===== src/sv/scms_pkg.sv =====
// ----------------------------------------------------------------------------
// scms_pkg
// Shared types, codes and helpers of the sorted counted multiset.
// ----------------------------------------------------------------------------
package scms_pkg;

  localparam int unsigned DefaultDepth = 64;

  localparam int unsigned KeyW   = 32;
  localparam int unsigned CountW = 32;
  localparam int unsigned OccW   = 16;
  localparam int unsigned DistW  = 7;

  // action codes
  localparam logic [1:0] ACT_INSERT = 2'd0;
  localparam logic [1:0] ACT_REMOVE = 2'd1;
  localparam logic [1:0] ACT_QUERY  = 2'd2;
  localparam logic [1:0] ACT_CLEAR  = 2'd3;

  // status codes
  localparam logic [1:0] STATUS_OK       = 2'd0;
  localparam logic [1:0] STATUS_NOTFOUND = 2'd1;
  localparam logic [1:0] STATUS_FULL     = 2'd2;

  typedef struct packed {
    logic [KeyW-1:0]   key;
    logic [CountW-1:0] count;
  } entry_t;

  // saturating unsigned add
  function automatic logic [CountW-1:0] sat_add(logic [CountW-1:0] a, logic [CountW-1:0] b);
    logic [CountW:0] s;
    s = {1'b0, a} + {1'b0, b};
    return s[CountW] ? {CountW{1'b1}} : s[CountW-1:0];
  endfunction

endpackage


===== src/sv/scms_in_if.sv =====
// ----------------------------------------------------------------------------
// scms_in_if
// Request channel: action, key and occurrence count with valid/ready.
// ----------------------------------------------------------------------------
interface scms_in_if;
  logic               valid;
  logic               ready;
  logic [1:0]         action;
  logic signed [31:0] key;
  logic [15:0]        occurrences;

  modport source (output valid, output action, output key, output occurrences, input ready);
  modport sink   (input valid, input action, input key, input occurrences, output ready);
endinterface


===== src/sv/scms_out_if.sv =====
// ----------------------------------------------------------------------------
// scms_out_if
// Result channel: membership, status and summary of the set with valid/ready.
// ----------------------------------------------------------------------------
interface scms_out_if;
  logic               valid;
  logic               ready;
  logic               present;
  logic [1:0]         status;
  logic [31:0]        total_count;
  logic [6:0]         distinct_count;
  logic signed [31:0] smallest_key;
  logic               is_empty;

  modport source (output valid, output present, output status, output total_count,
                  output distinct_count, output smallest_key, output is_empty,
                  input ready);
  modport sink   (input valid, input present, input status, input total_count,
                  input distinct_count, input smallest_key, input is_empty,
                  output ready);
endinterface


===== src/sv/sorted_counted_multiset.sv =====
// Operation: each transaction searches the table linearly from entry zero over the N
// distinct keys held; an insert or drop that shifts entries then moves them as well.
// Concurrency: one transaction at a time; a new request is taken only back in idle, after
// the linear search and the entry shift through the single-port-read table memory are done.
// Reset: empty set, zero total; table memory contents are not initialized or cleared.
// ----------------------------------------------------------------------------
// sorted_counted_multiset
// Ascending table of distinct signed keys with counts, held in one synchronous
// memory; searched and shifted one entry per cycle by a small sequencer.
// ----------------------------------------------------------------------------
module sorted_counted_multiset #(
  parameter int unsigned DEPTH = scms_pkg::DefaultDepth
) (
  input  logic        clk_i,
  input  logic        rst_ni,
  scms_in_if.sink     in_i,
  scms_out_if.source  out_o
);
  import scms_pkg::*;

  localparam int unsigned AW = $clog2(DEPTH);
  localparam int unsigned CW = AW + 1;

  localparam logic [2:0] S_IDLE = 3'd0;
  localparam logic [2:0] S_SRCH = 3'd1;
  localparam logic [2:0] S_SHUP = 3'd2;
  localparam logic [2:0] S_SHDN = 3'd3;
  localparam logic [2:0] S_DONE = 3'd4;

  // table memory
  entry_t store_q [DEPTH];
  entry_t rd_q;
  logic          mem_we;
  logic          mem_re;
  logic [AW-1:0] mem_wa;
  entry_t        mem_wd;

  logic [2:0]        state_q, state_d;
  logic [1:0]        act_q, act_d;
  logic [KeyW-1:0]   key_q, key_d;
  logic [OccW-1:0]   occ_q, occ_d;
  logic [AW-1:0]     rc_q, rc_d;
  logic              more_q, more_d;
  logic              pend_q, pend_d;
  logic [AW-1:0]     pa_q, pa_d;
  logic [CW-1:0]     used_q, used_d;
  logic [CountW-1:0] total_q, total_d;
  logic [KeyW-1:0]   head_q, head_d;
  logic              hit_q, hit_d;
  logic [CW-1:0]     pos_q, pos_d;
  logic [1:0]        status_q, status_d;

  logic              out_valid_q, out_valid_d;
  logic              out_present_q, out_present_d;
  logic [1:0]        out_status_q, out_status_d;
  logic [CountW-1:0] out_total_q, out_total_d;
  logic [DistW-1:0]  out_dist_q, out_dist_d;
  logic [KeyW-1:0]   out_small_q, out_small_d;
  logic              out_empty_q, out_empty_d;

  logic              ge, eq, found, f_hit;
  logic [CW-1:0]     f_pos;
  logic [AW-1:0]     used_m1;
  logic [CountW-1:0] occ_ext;

  assign ge      = $signed(rd_q.key) >= $signed(key_q);
  assign eq      = (rd_q.key == key_q);
  assign found   = pend_q && ge;
  assign f_hit   = found && eq;
  assign f_pos   = found ? {1'b0, pa_q} : used_q;
  assign used_m1 = AW'(used_q - CW'(1));
  assign occ_ext = CountW'(occ_q);

  always_comb begin
    state_d  = state_q;
    act_d    = act_q;
    key_d    = key_q;
    occ_d    = occ_q;
    rc_d     = rc_q;
    more_d   = more_q;
    pend_d   = 1'b0;
    pa_d     = pa_q;
    used_d   = used_q;
    total_d  = total_q;
    hit_d    = hit_q;
    pos_d    = pos_q;
    status_d = status_q;
    mem_we   = 1'b0;
    mem_re   = 1'b0;
    mem_wa   = '0;
    mem_wd   = '0;

    out_valid_d   = out_valid_q && !out_o.ready;
    out_present_d = out_present_q;
    out_status_d  = out_status_q;
    out_total_d   = out_total_q;
    out_dist_d    = out_dist_q;
    out_small_d   = out_small_q;
    out_empty_d   = out_empty_q;

    case (state_q)
      S_IDLE: begin
        if (in_i.valid) begin
          act_d   = in_i.action;
          key_d   = in_i.key;
          occ_d   = in_i.occurrences;
          rc_d    = '0;
          more_d  = (used_q != '0);
          state_d = S_SRCH;
        end
      end

      S_SRCH: begin
        if (more_q && !found) begin
          mem_re = 1'b1;
          pend_d = 1'b1;
          pa_d   = rc_q;
          if (rc_q == used_m1) begin
            more_d = 1'b0;
          end else begin
            rc_d = rc_q + AW'(1);
          end
        end
        // stop at the first key not below the search key, or past the last entry
        if (found || !more_q) begin
          hit_d    = f_hit;
          pos_d    = f_pos;
          status_d = STATUS_OK;
          state_d  = S_DONE;
          case (act_q)
            ACT_INSERT: begin
              if (occ_q != '0) begin
                if (f_hit) begin
                  mem_we  = 1'b1;
                  mem_wa  = pa_q;
                  mem_wd  = '{key: key_q, count: sat_add(rd_q.count, occ_ext)};
                  total_d = sat_add(total_q, occ_ext);
                end else if (used_q == CW'(DEPTH)) begin
                  status_d = STATUS_FULL;
                end else if (f_pos == used_q) begin
                  mem_we  = 1'b1;
                  mem_wa  = used_q[AW-1:0];
                  mem_wd  = '{key: key_q, count: occ_ext};
                  used_d  = used_q + CW'(1);
                  total_d = sat_add(total_q, occ_ext);
                end else begin
                  rc_d    = used_m1;
                  more_d  = 1'b1;
                  state_d = S_SHUP;
                end
              end
            end
            ACT_REMOVE: begin
              if (!f_hit) begin
                status_d = STATUS_NOTFOUND;
              end else begin
                if (total_q != '0) begin
                  total_d = total_q - CountW'(1);
                end
                if (rd_q.count > CountW'(1)) begin
                  mem_we = 1'b1;
                  mem_wa = pa_q;
                  mem_wd = '{key: rd_q.key, count: rd_q.count - CountW'(1)};
                end else if (pa_q == used_m1) begin
                  used_d = used_q - CW'(1);
                end else begin
                  rc_d    = pa_q + AW'(1);
                  more_d  = 1'b1;
                  state_d = S_SHDN;
                end
              end
            end
            ACT_QUERY: begin
            end
            ACT_CLEAR: begin
              used_d  = '0;
              total_d = '0;
            end
            default: begin
            end
          endcase
        end
      end

      // move entries pos..used-1 up by one, top first, then drop the new key in
      S_SHUP: begin
        if (more_q) begin
          mem_re = 1'b1;
          pend_d = 1'b1;
          pa_d   = rc_q;
          if (rc_q == pos_q[AW-1:0]) begin
            more_d = 1'b0;
          end else begin
            rc_d = rc_q - AW'(1);
          end
        end
        if (pend_q) begin
          mem_we = 1'b1;
          mem_wa = pa_q + AW'(1);
          mem_wd = rd_q;
        end
        if (!more_q && !pend_q) begin
          mem_we  = 1'b1;
          mem_wa  = pos_q[AW-1:0];
          mem_wd  = '{key: key_q, count: occ_ext};
          used_d  = used_q + CW'(1);
          total_d = sat_add(total_q, occ_ext);
          state_d = S_DONE;
        end
      end

      // move entries pos+1..used-1 down by one over the dropped entry
      S_SHDN: begin
        if (more_q) begin
          mem_re = 1'b1;
          pend_d = 1'b1;
          pa_d   = rc_q;
          if (rc_q == used_m1) begin
            more_d = 1'b0;
          end else begin
            rc_d = rc_q + AW'(1);
          end
        end
        if (pend_q) begin
          mem_we = 1'b1;
          mem_wa = pa_q - AW'(1);
          mem_wd = rd_q;
        end
        if (!more_q && !pend_q) begin
          used_d  = used_q - CW'(1);
          state_d = S_DONE;
        end
      end

      S_DONE: begin
        // hold the result until the output register is free
        if (!out_valid_q || out_o.ready) begin
          out_valid_d   = 1'b1;
          out_present_d = hit_q;
          out_status_d  = status_q;
          out_total_d   = total_q;
          out_dist_d    = DistW'(used_q);
          out_small_d   = (used_q != '0) ? head_q : '0;
          out_empty_d   = (used_q == '0);
          state_d       = S_IDLE;
        end
      end

      default: begin
        state_d = S_IDLE;
      end
    endcase
  end

  // shadow of the key in entry zero
  assign head_d = (mem_we && (mem_wa == '0)) ? mem_wd.key : head_q;

  always_ff @(posedge clk_i) begin
    if (mem_we) begin
      store_q[mem_wa] <= mem_wd;
    end
    if (mem_re) begin
      rd_q <= store_q[rc_q];
    end
  end

  always_ff @(posedge clk_i or negedge rst_ni) begin
    if (!rst_ni) begin
      state_q     <= S_IDLE;
      more_q      <= 1'b0;
      pend_q      <= 1'b0;
      used_q      <= '0;
      total_q     <= '0;
      out_valid_q <= 1'b0;
    end else begin
      state_q     <= state_d;
      more_q      <= more_d;
      pend_q      <= pend_d;
      used_q      <= used_d;
      total_q     <= total_d;
      out_valid_q <= out_valid_d;
    end
  end

  always_ff @(posedge clk_i) begin
    act_q         <= act_d;
    key_q         <= key_d;
    occ_q         <= occ_d;
    rc_q          <= rc_d;
    pa_q          <= pa_d;
    head_q        <= head_d;
    hit_q         <= hit_d;
    pos_q         <= pos_d;
    status_q      <= status_d;
    out_present_q <= out_present_d;
    out_status_q  <= out_status_d;
    out_total_q   <= out_total_d;
    out_dist_q    <= out_dist_d;
    out_small_q   <= out_small_d;
    out_empty_q   <= out_empty_d;
  end

  assign in_i.ready           = (state_q == S_IDLE);
  assign out_o.valid          = out_valid_q;
  assign out_o.present        = out_present_q;
  assign out_o.status         = out_status_q;
  assign out_o.total_count    = out_total_q;
  assign out_o.distinct_count = out_dist_q;
  assign out_o.smallest_key   = out_small_q;
  assign out_o.is_empty       = out_empty_q;

endmodule


===== src/flat_wrapper.sv =====
// flat-port wrapper written by rule: the top's interface ports become plain ports
module sorted_counted_multiset_flat import scms_pkg::*;
#(
  parameter int unsigned DEPTH = scms_pkg::DefaultDepth
)
  (clk_i, rst_ni, in_i_valid, in_i_action, in_i_key, in_i_occurrences, in_i_ready, out_o_valid, out_o_present, out_o_status, out_o_total_count, out_o_distinct_count, out_o_smallest_key, out_o_is_empty, out_o_ready);
  scms_in_if in_i_i ();
  scms_out_if out_o_i ();
  input  logic clk_i;
  input  logic rst_ni;
  input wire logic [$bits(in_i_i.valid)-1:0] in_i_valid;
  input wire logic [$bits(in_i_i.action)-1:0] in_i_action;
  input wire logic [$bits(in_i_i.key)-1:0] in_i_key;
  input wire logic [$bits(in_i_i.occurrences)-1:0] in_i_occurrences;
  output wire logic [$bits(in_i_i.ready)-1:0] in_i_ready;
  output wire logic [$bits(out_o_i.valid)-1:0] out_o_valid;
  output wire logic [$bits(out_o_i.present)-1:0] out_o_present;
  output wire logic [$bits(out_o_i.status)-1:0] out_o_status;
  output wire logic [$bits(out_o_i.total_count)-1:0] out_o_total_count;
  output wire logic [$bits(out_o_i.distinct_count)-1:0] out_o_distinct_count;
  output wire logic [$bits(out_o_i.smallest_key)-1:0] out_o_smallest_key;
  output wire logic [$bits(out_o_i.is_empty)-1:0] out_o_is_empty;
  input wire logic [$bits(out_o_i.ready)-1:0] out_o_ready;
  assign in_i_i.valid = in_i_valid;
  assign in_i_i.action = in_i_action;
  assign in_i_i.key = in_i_key;
  assign in_i_i.occurrences = in_i_occurrences;
  assign in_i_ready = in_i_i.ready;
  assign out_o_valid = out_o_i.valid;
  assign out_o_present = out_o_i.present;
  assign out_o_status = out_o_i.status;
  assign out_o_total_count = out_o_i.total_count;
  assign out_o_distinct_count = out_o_i.distinct_count;
  assign out_o_smallest_key = out_o_i.smallest_key;
  assign out_o_is_empty = out_o_i.is_empty;
  assign out_o_i.ready = out_o_ready;
  sorted_counted_multiset #(.DEPTH(DEPTH)) u_core (.clk_i(clk_i), .rst_ni(rst_ni), .in_i(in_i_i), .out_o(out_o_i));
endmodule

===== config.mk =====
export PLATFORM = sky130hd
export DESIGN_NAME = sorted_counted_multiset_flat
export DESIGN_NICKNAME = d
export VERILOG_FILES = /design/src/sv/scms_pkg.sv /design/src/sv/scms_in_if.sv /design/src/sv/scms_out_if.sv /design/src/sv/sorted_counted_multiset.sv /design/src/flat_wrapper.sv
export SDC_FILE = /design/constraint.sdc
export NUM_CORES = 2
export LEC_CHECK = 0
export BUFFER_PORTS_ARGS = -buffer_cell sky130_fd_sc_hd__buf_2
export CORE_MARGIN = 5
export CORE_UTILIZATION = 40
export CTS_CLUSTER_SIZE = 8
export DETAILED_ROUTE_END_ITERATION = 6
export PLACE_DENSITY = 0.62
export SLEW_MARGIN = 20
export SYNTH_ARGS = -nofsm -noshare
export SYNTH_HDL_FRONTEND = slang
export SYNTH_SLANG_ARGS = --single-unit

===== constraint.sdc =====
create_clock -name clk_i -period 7.4 [get_ports clk_i]
set_input_delay 0.74 -clock clk_i [delete_from_list [all_inputs] [get_ports clk_i]]
set_output_delay 0.74 -clock clk_i [all_outputs]
set_load 0.02 [all_outputs]

==> metrics.cfg <==
[run_status]
outcome = completed

[worst_hold_path]
worst_hold_path_class = primary input to register
worstHoldStart = in_i_action[1]
worstHoldEndpoint = u_core.act_q[1]
timing.hold.worst_path_depth = 1

[worst_setup_path]
required_ns = 8.04
cp-start-kind = register
end_kind = register
endpoint_arrival_time_on_the_critical_path_ns = 7.13
rrSetupSlack_ns = 0.92
timing.setup.critical_path_class = register to register
worst_r2r_startpoint = u_core.rd_q[46]
path_max_fanout = 27
timing.reg2reg.worst_path_depth = 11
worst_r2r_endpoint = u_core.store_q[31][58]

[route]
route.detailed.vias_per_inst = 6.175
wl_mm = 503.8
route.antenna.remaining_nets = 0
vias = 87917
1st_iter_drt_viols = 12561
drt_drc_violations_left = 0
drt_pre_antenna_iters = 6
drt-wirelength-per-cell_um = 35.39

[logic_synthesis]
synth_area_leaders = sky130_fd_sc_hd__edfxtp_1, sky130_fd_sc_hd__mux4_2, sky130_fd_sc_hd__dfrtp_1
synth_seq_cells = 4383
syn-num-nets = 7899
synthesis.area_um2 = 172500
yosys_warnings = 0
synthDistinctLibCells = 86
post_synth.cell_area_avg_um2 = 22.21
synth_top_cell_area_share_pct = 75.52
synth_sequential_area_ratio_pct = 76.17
post_synth_most_frequent_cells = sky130_fd_sc_hd__edfxtp_1, sky130_fd_sc_hd__mux4_2, sky130_fd_sc_hd__clkbuf_1
asyncSetResetFlopFracSynth_pct = 1.027
dominantRegCellSynth = sky130_fd_sc_hd__edfxtp_1
synth_largest_area_cell = sky130_fd_sc_hd__edfxtp_1
yosys.cell_count.top_type = sky130_fd_sc_hd__edfxtp_1
synth_enable_flop_cells = 4338
synth_cells = 7767

[global_routing]
grt_first_pass_wirelength_mm = 702.9
first_global_vias = 87463
grt_util_all_layers_pct = 22.28
gr-total-overflow = 0
antenna_found_initial = 36
pin_count_of_the_biggest_net_entering_global_routing = 119

[timing]
finalSetupTns_ns = 0
timing_worst_slew_pin_value_ns = 1.251
grt_setup_unrepaired = false
postLayoutSetupSlackWorst_ns = 0.9151
layout_min_cycle_time_ns = 6.485
final_min_period_over_clock_period_pct = 87.63
max_freq_ghz = 0.1542
report.final.slew_viol_count = 0
relSlewSlack_pct = 16.62
worst_clock_skew_ns = 0.06059
timing_hold_violations_final = 0
setup_viol_count_final = 0

[clocking]
clock-root-buffer = sky130_fd_sc_hd__clkbuf_16
cts_num_sinks = 4383
worstSkewPairLatency_ns = 1.04
post-cts-setup-buffers = 0
numCtsBuffers = 619
h_tree_lvls = 6
path_clk_slew_ns = 0.06
cts_max_path_buffers = 4
cts_tree = yes

[power]
pwr_density_cell_nw_per_um2 = 369.1
p_leak_uw = 0.06108
report.power.total_uw = 73860
power.ir.vdd_worst_uv = 293.2

[placement]
detailedPlacementHpwl_mm = 300.4
place.gp.congestion = 0.8924
dpl-instance-area_um2 = 182700
dp_worst_setup_slack_ns = 1.038
port_buffers = 130
place_inst = 13474

[finish]
finish.cell_count_without_fillers = 14237
ratio_of_cells_with_drive_above_1_in_the_final_layout_pct = 30.20
postLayoutCellArea_um2 = 200100
finish.net_count = 8551
area_growth_pct = 15.99

[die]
io-pin-count = 131
rows = 241
die_area_um2 = 444500
initial_core_util_pct = 40.09
coreArea_um2 = 430300
die_span_y_um = 666.7
fp.dieW_um = 666.7

[run]
max_cap_viols = 0

==> metal layers <==
layer  GRT usage [%]  share of wire (%)  vias to the layer above
li1                -                  -                    34255
met1           30.68                 38                    47664
met2           36.05                 49                     5257
met3           4.155                9.5                      733
met4           7.303                3.6                        8
met5               0              0.011                        -
==> cells in the final DEF (no fill, tap or decap), types with 18 or more instances in the layout <==
cell	n
sky130_fd_sc_hd__o21ai_4	50
sky130_fd_sc_hd__o21ai_0	139
sky130_fd_sc_hd__buf_2	130
sky130_fd_sc_hd__nand4_1	21
sky130_fd_sc_hd__mux4_2	1266
sky130_fd_sc_hd__buf_12	56
sky130_fd_sc_hd__mux2_2	30
sky130_fd_sc_hd__a21oi_1	137
sky130_fd_sc_hd__nand2_1	136
sky130_fd_sc_hd__nor3_1	43
sky130_fd_sc_hd__nor4_1	24
sky130_fd_sc_hd__clkinv_16	23
sky130_fd_sc_hd__dfrtp_1	45
sky130_fd_sc_hd__o21a_1	18
sky130_fd_sc_hd__o22ai_1	35
sky130_fd_sc_hd__clkbuf_1	24
sky130_fd_sc_hd__nor2_1	151
sky130_fd_sc_hd__mux2i_1	85
sky130_fd_sc_hd__inv_1	62
sky130_fd_sc_hd__a21o_1	21
sky130_fd_sc_hd__dlygate4sd3_1	33
sky130_fd_sc_hd__or3_1	18
sky130_fd_sc_hd__clkbuf_16	622
sky130_fd_sc_hd__ha_1	76
sky130_fd_sc_hd__nor2b_1	41
sky130_fd_sc_hd__o221ai_1	34
sky130_fd_sc_hd__o211ai_1	26
sky130_fd_sc_hd__xnor2_1	43
sky130_fd_sc_hd__buf_4	232
sky130_fd_sc_hd__a31oi_1	23
sky130_fd_sc_hd__a22oi_1	89
sky130_fd_sc_hd__nand3_1	47
sky130_fd_sc_hd__xor2_1	36
sky130_fd_sc_hd__diode_2	21
sky130_fd_sc_hd__edfxtp_1	4338
sky130_fd_sc_hd__nor2_4	69
==> worst max-delay path by stage <==
stage               cells after the start                      to             start
floorplan                              14   u_core.store_q[0][20]    u_core.rd_q[0]
global placement                       12  u_core.store_q[31][48]  u_core.key_q[14]
detailed placement                     11  u_core.store_q[31][58]   u_core.rd_q[46]
CTS                                    11  u_core.store_q[31][58]   u_core.rd_q[46]
global route                           12  u_core.store_q[31][58]  u_core.key_q[14]
finish                                 11  u_core.store_q[31][58]   u_core.rd_q[46]
==> metrics by stage <==
stage          utilization [%]  hold WS (ns)
6_report                 46.50       0.05337
5_1_grt                  46.49       0.01398
4_1_cts                  46.47       0.01554
3_5_place_dp             42.47        0.4983
3_3_place_gp             42.44        0.4959
2_1_floorplan                -        0.4003
==> logic make-up (layout without fill, tap and decap cells) <==
group                    after synthesis  in the layout  share of synthesized area, %
AND/OR/NAND/NOR                      646            646                         1.821
flip-flops                          4383           4383                         76.17
adder cells (fa/ha/maj)               78             78                        0.5745
XOR/XNOR                              79             79                        0.4011
other                                  0             21                             0
buffers and inverters                488           1227                         1.091
multiplexers                        1381           1381                         17.22
AO/OA/AOI/OAI                        712            712                         2.726
==> report_power, final <==
part | total (µW) | leakage [µW] | internal, µW | switching (µW)
Sequential | 29300 | 0.0393 | 28400 | 829
Clock | 25200 | 0.00822 | 15000 | 10200
Combinational | 19400 | 0.0136 | 7560 | 11800
Total | 73900 | 0.0611 | 51000 | 22900
==> flip-flops by register name (all words and copies together), names as in the netlist, 3 cells and up <==
| signal | cells |
|---|---|
| u_core.key_q | 32 |
| u_core.out_o.smallest_key | 32 |
| u_core.used_q | 7 |
| u_core.store_q | 4096 |
| u_core.state_q | 3 |
| u_core.out_o.distinct_count | 7 |
| u_core.occ_q | 16 |
| u_core.pa_q | 6 |
| u_core.pos_q | 6 |
| u_core.rc_q | 6 |
| u_core.total_q | 32 |
| u_core.head_q | 32 |
| u_core.out_o.total_count | 32 |
| u_core.rd_q | 64 |
==> what timing repair did <==
action / 4_1_cts / 5_1_grt
hold endpoints to repair: 77 / 0
resized for setup: 0 / 0
hold buffers: 33 / 0
==> layout make-up <==
type	instances	area, µm²
Multi-Input combinational cell	2896	40390
Clock buffer	646	15660
Inverter	62	232.7
Tap cell	5710	7144
Clock inverter	62	1246
Antenna cell	21	52.55
Fill cell	34683	230200
Timing Repair Buffer	457	3964
Sequential cell	4383	131400
==> critical path, cell delays in order, from the launching register on <==
cell	delay, ns
sky130_fd_sc_hd__edfxtp_1	0.41
sky130_fd_sc_hd__ha_1	0.35
sky130_fd_sc_hd__nand4_1	0.17
sky130_fd_sc_hd__nor4_2	0.63
sky130_fd_sc_hd__nand4_1	0.73
sky130_fd_sc_hd__inv_1	0.73
sky130_fd_sc_hd__a211oi_2	0.27
sky130_fd_sc_hd__a211o_1	0.35
sky130_fd_sc_hd__o22ai_1	0.27
sky130_fd_sc_hd__nand3_1	0.57
sky130_fd_sc_hd__nor2_4	0.99
sky130_fd_sc_hd__buf_4	0.56
Power figures use the tool's default switching activity.
